### src/hdl/eqlim_pkg.sv
// shared types and constants of the stereo equalizer and limiter
package eqlim_pkg;

    localparam logic [1:0] OP_SAMPLE = 2'd0;
    localparam logic [1:0] OP_COEF   = 2'd1;
    localparam logic [1:0] OP_CLEAR  = 2'd2;

    localparam logic [1:0] CFG_BAND_EN  = 2'd0;
    localparam logic [1:0] CFG_COMP_EN  = 2'd1;
    localparam logic [1:0] CFG_PRE_GAIN = 2'd2;
    localparam logic [1:0] CFG_MAKEUP   = 2'd3;

    localparam logic [28:0] PRE_GAIN_RST = 29'd268435456;
    localparam logic [29:0] MAKEUP_RST   = 30'd268435456;

    localparam logic [31:0] LIMIT_LEVEL    = 32'd1800000000;
    localparam logic [30:0] CLIP_KNEE      = 31'd1610612735;
    localparam int          CLIP_SPAN_LOG2 = 29;

    typedef struct packed {
        logic        start;
        logic        comp;
        logic [2:0]  band_en;
        logic [28:0] pre_gain;
    } t_lane_ctl;

    typedef struct packed {
        logic               we;
        logic [3:0]         idx;
        logic signed [31:0] value;
    } t_coef_wr;

endpackage

### src/hdl/eqlim_lane.sv
// one channel lane: pre-scale (with the compressor on) and biquad cascade on a shared multiplier
module eqlim_lane import eqlim_pkg::*; #(
    parameter int FRAC_BITS = 28,
    parameter int NUM_BANDS = 3
) (
    input  logic               i_clk,
    input  logic               i_rst_n,
    input  t_lane_ctl          i_ctl,
    input  logic signed [31:0] i_x,
    input  t_coef_wr           i_wr,
    input  logic               i_clear,
    output logic               o_done,
    output logic signed [31:0] o_y
);
    localparam int NB_EFF = (NUM_BANDS < 3) ? NUM_BANDS : 3;
    localparam int BW     = (NUM_BANDS > 1) ? $clog2(NUM_BANDS) : 1;
    localparam int CW     = $clog2(NB_EFF + 1);
    localparam int AW     = 68;

    typedef enum logic [2:0] {
        S_IDLE, S_PRE, S_NEXT, S_ISSUE, S_DRAIN, S_FIN, S_DONE
    } t_state;

    t_state             r_state;
    logic signed [31:0] r_v;
    logic [CW-1:0]      r_band;
    logic [2:0]         r_k;
    logic               r_cnt;
    logic               r_pre;
    logic [2:0]         r_ben;
    logic [28:0]        r_gain;

    logic signed [31:0] r_cb0 [NUM_BANDS];
    logic signed [31:0] r_cb1 [NUM_BANDS];
    logic signed [31:0] r_cb2 [NUM_BANDS];
    logic signed [31:0] r_ca1 [NUM_BANDS];
    logic signed [31:0] r_ca2 [NUM_BANDS];
    logic signed [31:0] r_hx1 [NUM_BANDS];
    logic signed [31:0] r_hx2 [NUM_BANDS];
    logic signed [31:0] r_hy1 [NUM_BANDS];
    logic signed [31:0] r_hy2 [NUM_BANDS];

    logic               r_s1v;
    logic               r_s1n;
    logic signed [31:0] r_ma;
    logic signed [32:0] r_mb;
    logic               r_s2v;
    logic               r_s2n;
    logic signed [64:0] r_prod;
    logic signed [AW-1:0] r_acc;

    logic [BW-1:0]      bidx;
    logic [2:0]         ben_sh;
    logic               band_on;
    logic               bypass;
    logic signed [31:0] op_a;
    logic signed [32:0] op_b;
    logic               op_neg;
    logic signed [AW-1:0] acc_sh;
    logic signed [31:0] y_sat;

    always_comb begin
        bidx    = BW'(r_band);
        ben_sh  = r_ben >> r_band;
        band_on = ben_sh[0];
        bypass  = (r_cb1[bidx] == 32'sd0) && (r_ca1[bidx] == 32'sd0);
        op_neg  = 1'b0;
        case (r_k)
            3'd0: begin
                op_a = r_cb0[bidx];
                op_b = {r_v[31], r_v};
            end
            3'd1: begin
                op_a = r_cb1[bidx];
                op_b = {r_hx1[bidx][31], r_hx1[bidx]};
            end
            3'd2: begin
                op_a = r_cb2[bidx];
                op_b = {r_hx2[bidx][31], r_hx2[bidx]};
            end
            3'd3: begin
                op_a   = r_ca1[bidx];
                op_b   = {r_hy1[bidx][31], r_hy1[bidx]};
                op_neg = 1'b1;
            end
            3'd4: begin
                op_a   = r_ca2[bidx];
                op_b   = {r_hy2[bidx][31], r_hy2[bidx]};
                op_neg = 1'b1;
            end
            default: begin
                op_a = '0;
                op_b = '0;
            end
        endcase
        acc_sh = r_acc >>> FRAC_BITS;
        if (acc_sh[AW-1] && !(&acc_sh[AW-2:31])) begin
            y_sat = 32'sh80000000;
        end else if (!acc_sh[AW-1] && (|acc_sh[AW-2:31])) begin
            y_sat = 32'sh7fffffff;
        end else begin
            y_sat = acc_sh[31:0];
        end
    end

    always_ff @(posedge i_clk) begin
        if (!i_rst_n) begin
            r_state <= S_IDLE;
            r_s1v   <= 1'b0;
            r_s2v   <= 1'b0;
            for (int b = 0; b < NUM_BANDS; b++) begin
                r_cb0[b] <= 32'sd1 <<< FRAC_BITS;
                r_cb1[b] <= '0;
                r_cb2[b] <= '0;
                r_ca1[b] <= '0;
                r_ca2[b] <= '0;
                r_hx1[b] <= '0;
                r_hx2[b] <= '0;
                r_hy1[b] <= '0;
                r_hy2[b] <= '0;
            end
        end else begin
            r_s1v  <= 1'b0;
            r_s2v  <= r_s1v;
            r_s2n  <= r_s1n;
            r_prod <= r_ma * r_mb;
            if (r_s2v) begin
                r_acc <= r_s2n ? r_acc - AW'(r_prod) : r_acc + AW'(r_prod);
            end

            for (int b = 0; b < NUM_BANDS; b++) begin
                if (i_wr.we && int'(i_wr.idx) == 5 * b)     r_cb0[b] <= i_wr.value;
                if (i_wr.we && int'(i_wr.idx) == 5 * b + 1) r_cb1[b] <= i_wr.value;
                if (i_wr.we && int'(i_wr.idx) == 5 * b + 2) r_cb2[b] <= i_wr.value;
                if (i_wr.we && int'(i_wr.idx) == 5 * b + 3) r_ca1[b] <= i_wr.value;
                if (i_wr.we && int'(i_wr.idx) == 5 * b + 4) r_ca2[b] <= i_wr.value;
                if (i_clear) begin
                    r_hx1[b] <= '0;
                    r_hx2[b] <= '0;
                    r_hy1[b] <= '0;
                    r_hy2[b] <= '0;
                end
            end

            case (r_state)
                S_IDLE: begin
                    if (i_ctl.start) begin
                        r_v     <= i_x;
                        r_ben   <= i_ctl.band_en;
                        r_gain  <= i_ctl.pre_gain;
                        r_band  <= '0;
                        r_acc   <= '0;
                        r_state <= i_ctl.comp ? S_PRE : S_NEXT;
                    end
                end
                S_PRE: begin
                    r_s1v   <= 1'b1;
                    r_s1n   <= 1'b0;
                    r_ma    <= r_v;
                    r_mb    <= {4'd0, r_gain};
                    r_pre   <= 1'b1;
                    r_cnt   <= 1'b0;
                    r_state <= S_DRAIN;
                end
                S_NEXT: begin
                    if (r_band == CW'(NB_EFF)) begin
                        r_state <= S_DONE;
                    end else if (band_on && !bypass) begin
                        r_k     <= '0;
                        r_acc   <= '0;
                        r_pre   <= 1'b0;
                        r_state <= S_ISSUE;
                    end else begin
                        r_band <= r_band + 1'b1;
                    end
                end
                S_ISSUE: begin
                    r_s1v <= 1'b1;
                    r_s1n <= op_neg;
                    r_ma  <= op_a;
                    r_mb  <= op_b;
                    if (r_k == 3'd4) begin
                        r_cnt   <= 1'b0;
                        r_state <= S_DRAIN;
                    end else begin
                        r_k <= r_k + 1'b1;
                    end
                end
                S_DRAIN: begin
                    if (r_cnt) begin
                        r_state <= S_FIN;
                    end else begin
                        r_cnt <= 1'b1;
                    end
                end
                S_FIN: begin
                    r_v <= y_sat;
                    if (!r_pre) begin
                        r_hx2[bidx] <= r_hx1[bidx];
                        r_hx1[bidx] <= r_v;
                        r_hy2[bidx] <= r_hy1[bidx];
                        r_hy1[bidx] <= y_sat;
                        r_band      <= r_band + 1'b1;
                    end
                    r_state <= S_NEXT;
                end
                S_DONE: begin
                    r_state <= S_IDLE;
                end
                default: begin
                    r_state <= S_IDLE;
                end
            endcase
        end
    end

    assign o_done = (r_state == S_DONE);
    assign o_y    = r_v;
endmodule

### config.mk
export PLATFORM = sky130hd
export DESIGN_NAME = eqlim_lane
export DESIGN_NICKNAME = d
export VERILOG_FILES = /design/src/hdl/eqlim_pkg.sv /design/src/hdl/eqlim_lane.sv
export SDC_FILE = /design/constraint.sdc
export NUM_CORES = 2
export LEC_CHECK = 0
export ABC_AREA = 1
export ABC_CLOCK_PERIOD_IN_PS = 24100
export BUFFER_PORTS_ARGS = -buffer_cell sky130_fd_sc_hd__buf_4
export CAP_MARGIN = 10
export CELL_PAD_IN_SITES_DETAIL_PLACEMENT = 0
export CELL_PAD_IN_SITES_GLOBAL_PLACEMENT = 1
export CORE_ASPECT_RATIO = 0.8
export CORE_UTILIZATION = 56
export CTS_BUF_LIST = sky130_fd_sc_hd__clkbuf_8
export CTS_CLUSTER_DIAMETER = 50
export DETAILED_ROUTE_END_ITERATION = 6
export HOLD_SLACK_MARGIN = 0.06
export PLACE_DENSITY = 0.92
export RECOVER_POWER = 100
export SKIP_LAST_GASP = 1
export SYNTH_ARGS = -nofsm -noshare
export SYNTH_HDL_FRONTEND = slang
export SYNTH_SLANG_ARGS = --single-unit
export TNS_END_PERCENT = 1
### constraint.sdc
create_clock -name i_clk -period 24.1 [get_ports i_clk]
set_clock_uncertainty 0.05 [all_clocks]
set_input_delay 1.205 -clock i_clk [delete_from_list [all_inputs] [get_ports i_clk]]
set_output_delay 1.205 -clock i_clk [all_outputs]
set_load 0.1 [all_outputs]
* Word-level counts from Yosys, hierarchy flattened *
Memory sizes are Yosys's and may differ from the RTL's. A register that Yosys moved wholly into a read port is not among the register bits.
Cells that the tools add are included.
W data, S select, Z words.

storage, ports and cells
  input port bits = 106
  bits in writable memories = 864
  logic and storage cells = 264
  output and inout port bits = 33
  register bits after elaboration = 276
  memories = 9

memory list
  memory       words  bits a word  rd ports  clocked after memory_dff  write ports  RTL line          source
  r_ca1        3      32           1         1                         3            eqlim_lane.sv:36  logic signed [31:0] r_ca1 [NUM_BANDS];
  r_ca2        3      32           1         1                         3            eqlim_lane.sv:37  logic signed [31:0] r_ca2 [NUM_BANDS];
  r_cb0        3      32           1         1                         3            eqlim_lane.sv:33  logic signed [31:0] r_cb0 [NUM_BANDS];
  r_cb1        3      32           1         1                         3            eqlim_lane.sv:34  logic signed [31:0] r_cb1 [NUM_BANDS];
  r_cb2        3      32           1         1                         3            eqlim_lane.sv:35  logic signed [31:0] r_cb2 [NUM_BANDS];
  r_hx1        3      32           1         1                         4            eqlim_lane.sv:38  logic signed [31:0] r_hx1 [NUM_BANDS];
  +3 memories  --     --           --        --                        --           --

operators by class
  shift operators = 1
  multiplexer cells = 127
  $add $sub $neg = 4
  reduce and logical (&&, ||, !) cells = 45
  bitwise gates (word level) = 27
  $mul = 1
  equality and inequality tests = 34

operators with widths
  kind                  count
  $mux W32              30
  $mux W68              5
  $pmux W33 S5          1
  $pmux W32 S5          1
  $pmux W68 S2          1
  $pmux W32 S2          2
  $add A68 B65 Y68      1
  $sub A68 B65 Y68      1
  $pmux W33 S2          1
  $mul A32 B33 Y65      1
  $logic_not A32 Y1     2
  $mux W1               58
  $eq A4 B4 Y1 const B  8
  $mux W2               14
  $or A1 B1 Y1          27
  $mux W3               8
  $logic_and A1 B1 Y1   19
  $pmux W3 S6           1
  $eq A4 B3 Y1 const B  4
  $ne A2 B2 Y1 const B  8
  $eq A3 B2 Y1 const B  4
  $eq A3 B3 Y1 const B  4
  $reduce_and A3 Y1     3
  $reduce_and A9 Y1     1
  other kinds (22)      34

* Depth between registers and ports, before layout *
  depth after elaboration = 8
  mapped depth = 32
  gate-level depth less buffers = 31

* Worst setup path after synthesis *
OpenSTA, ideal clock, no wires.

  kind = input-to-reg
  start = input port i_rst_n
  end = memory r_hx1[3][0] (enable)
  path buffers = 1
  required time = 23.122 ns
  arrival = 13.574 ns
  setup slack = 9.549 ns
  setup time = 0.928 ns
  stages = 3
  path through = inv_1 > clkbuf_1 > nor4_1

RTL lines
  item         RTL line          source
  from (decl)  eqlim_lane.sv:7   input logic i_rst_n,
  to (decl)    eqlim_lane.sv:38

==> impl_metrics.tcl <==
set metrics [dict create \
    status "complete, but fails checks" \
    failed_checks "DRC, capacitance limit, slew limit" \
    start_util_pct 56.69 \
    cts_buffers 202 \
    io_pins 139 \
    drive_above_1_share_pct 4.178 \
    grt_pass1_vias 76270 \
    die_y_um 376.0 \
    timing.fmax_mhz 65.41 \
    async_reset_ff_share_pct 0 \
    coreArea_sq_um 172700 \
    std_cell_rows 136 \
    dp_hpwl_um 218000 \
    fp.dieW_um 469.5 \
    finalCriticalPeriod_ns 15.29 \
    clk_latency_ns 0.97 \
    start_kind "flip-flop" \
    syn_area_sq_um 97920 \
    cts_root_buf "clkbuf_8" \
    io_buffer_count 138 \
    num_vias 76100 \
    track_usage_pct 34.57 \
    antenna_found_initial 10 \
    post-cts-setup-buffers 0 \
    avgSynthCellArea_sq_um 8.958 \
    wl_per_cell_um 22.72 \
    worst_pin_slew_ns 7.716 \
    slew_violations 2372 \
    setup_viol 0 \
    crit_path_max_fanout 149 \
    overflow 0 \
    synth.area.top_cells "edfxtp_1 (39%), fa_1 (22%), nand2_1 (10%)" \
    period_share_pct 63.44 \
    area_growth_pct 6.878 \
    syn_inst 10930 \
    clk_pin_slew_worst_paths_ns 0.07 \
    wirelength_um 303700 \
    drt-initial-drc-count 8725 \
    cts-htree-levels 4 \
    required_ns 24.83 \
    cts_sinks 1269 \
    ys_warn_count 0 \
    vias_per_cell 5.693 \
    clockBufferDepth 3 \
    hold_viol 0 \
    synthDistinctLibCells 47 \
    synth_top_cell_by_area "edfxtp_1" \
    synth_seq_cells 1269 \
    ctsResizeCount 0 \
    dr.pass1.iters 7 \
    gp_congestion 0.9846 \
    maxCapViolCount 58 \
    synth_top_area_share_pct 38.70 \
    tritoncts "done" \
    drc 13 \
    synth_ff_type "edfxtp_1" \
    cp.arrival_ns 16.02 \
    rsz0062_at_grt "false" \
    setup_tns_ns 0 \
    synth_edf_count 1262 \
    grt_first_pass_wirelength_um 459900 \
    path_class "reg -> reg" \
    syn_nets 12390 \
    grt_max_degree 153 \
    min_path_type "reg -> reg" \
    nets 12380 \
    die_area_sq_um 176500 \
    ant_nets 0 \
    seq_area_frac_synth_pct 38.84 \
    ctsHoldBuffers 0 \
    end_kind "flip-flop" \
    fill_cells 14810 \
    relSlewSlack_pct -414.4 \
]
[final cells by class]
type | count | area, sq um | area share, %
inverters | 2168 | 8147 | 7.784
well taps | 2277 | 2849 | 2.722
diodes | 8 | 20.02 | 0.01913
repair buffers | 282 | 1755 | 1.677
clock buffers | 205 | 2821 | 2.696
multi-input cells | 7002 | 49890 | 47.67
flip-flops and latches | 1269 | 38040 | 36.35
clock inverters | 157 | 1134 | 1.083
[placed cells by master (no fill, tap or decap), drive strengths merged, types with 12 or more instances in the layout]
cell | netlist | final
nor2 | 1110 | 1110
xor2 | 95 | 95
xnor2 | 40 | 40
clkbuf | 424 | 329
nor4 | 19 | 19
o41ai | 28 | 28
nand3 | 323 | 323
o22ai | 95 | 95
or2 | 15 | 15
a31oi | 17 | 17
a221oi | 34 | 34
nor3 | 38 | 38
buf | 68 | 158
edfxtp | 1262 | 1262
nand2 | 2713 | 2713
o21ai | 460 | 460
bufinv | 0 | 12
a21o | 17 | 17
o211ai | 13 | 13
inv | 2165 | 2238
nand4 | 33 | 33
fa | 1091 | 1091
clkinv | 3 | 70
o21bai | 24 | 24
a21oi | 523 | 523
ha | 262 | 262
[critical path: stages, from the launching register on]
cell	delay, ns
dfxtp_1	2.22
clkinvlp_2	4.62
clkbuf_1	3.42
nand2_1	0.61
nand3_1	0.11
o21ai_0	0.24
nand2_1	0.13
nor2_1	0.11
nand2_1	0.20
nor2_1	0.41
nand2_1	0.19
o21ai_0	0.55
nand2_1	0.10
nand2_1	0.12
buf_4	0.43
inv_1	0.78
a21oi_1	0.34
[cell usage after synthesis (all sizes together), types with 6 or more instances]
master     n
o21bai    24
a21boi     6
o22ai     95
nand2   2713
o41ai     28
or2       15
nand4     33
edfxtp  1262
o211ai    13
a21oi    523
clkbuf   424
a221oi    34
nand3b    11
inv     2165
nor3      38
dfxtp      7
ha       262
a31oi     17
fa      1091
nor4      19
nand3    323
o21a       8
nor2    1110
a21o      17
xor2      95
o21ai    460
buf       68
xnor2     40
[cells by family after synthesis]
kind of cell             after synthesis  share of synthesized area, %
AO/OA/AOI/OAI                       1244                         6.983
XOR/XNOR                             135                         1.208
adder cells (fa/ha/maj)             1353                         25.65
buffers and inverters               2660                         10.24
flip-flops                          1269                         38.84
AND/OR/NAND/NOR                     4270                         17.07
[metrics by stage]
stage          cell area (sq um)  std cells  worst slack (ns)  hold WS, ns  utilization (%)
2_1_floorplan              97920      10930             9.549       0.3405                -
3_3_place_gp              101200      13000             15.21       0.3512            58.59
3_5_place_dp              101200      13000             15.13       0.3566            58.60
4_1_cts                   105200      13360             15.10       0.3200            60.89
5_1_grt                   104700      13370             8.161       0.3709            60.59
6_report                  104700      13370             8.812       0.3702            60.59
[flip-flops by register name, summed over array words and instances, names as in the netlist, 65 cells and up, named ones only]
name    count
r_hx1     128
r_hx2     128
r_hy1     128
r_hy2     128
r_ca1      96
r_ca2      96
r_cb0      96
r_cb1      96
r_cb2      96
r_acc      68
r_prod     65
[worst paths after layout]
path,from,cells after the start,end,slack [ns]
worst max-delay path,flip-flop,16,r_acc[1]$_DFFE_PP_,8.81
worst min register to register,r_s1n$_DFFE_PP_,0,r_s2n$_DFFE_PP_,0.37
worst min-delay path,r_s1n$_DFFE_PP_,0,r_s2n$_DFFE_PP_,0.37
worst max register to register,flip-flop,16,r_acc[1]$_DFFE_PP_,8.81
[layer usage]
layer | up-vias | GRT usage (%) | share of wire, %
met2 | 4080 | 53.53 | 45
met3 | 616 | 6.532 | 11
met5 | - | 0 | 0.0040
li1 | 33950 | - | -
met1 | 37450 | 48.66 | 40
met4 | 2 | 13.01 | 4.0
Power is left out: the tool's default activity adds up to more than one toggle a clock period on the data nets, which glitch-free logic cannot reach.
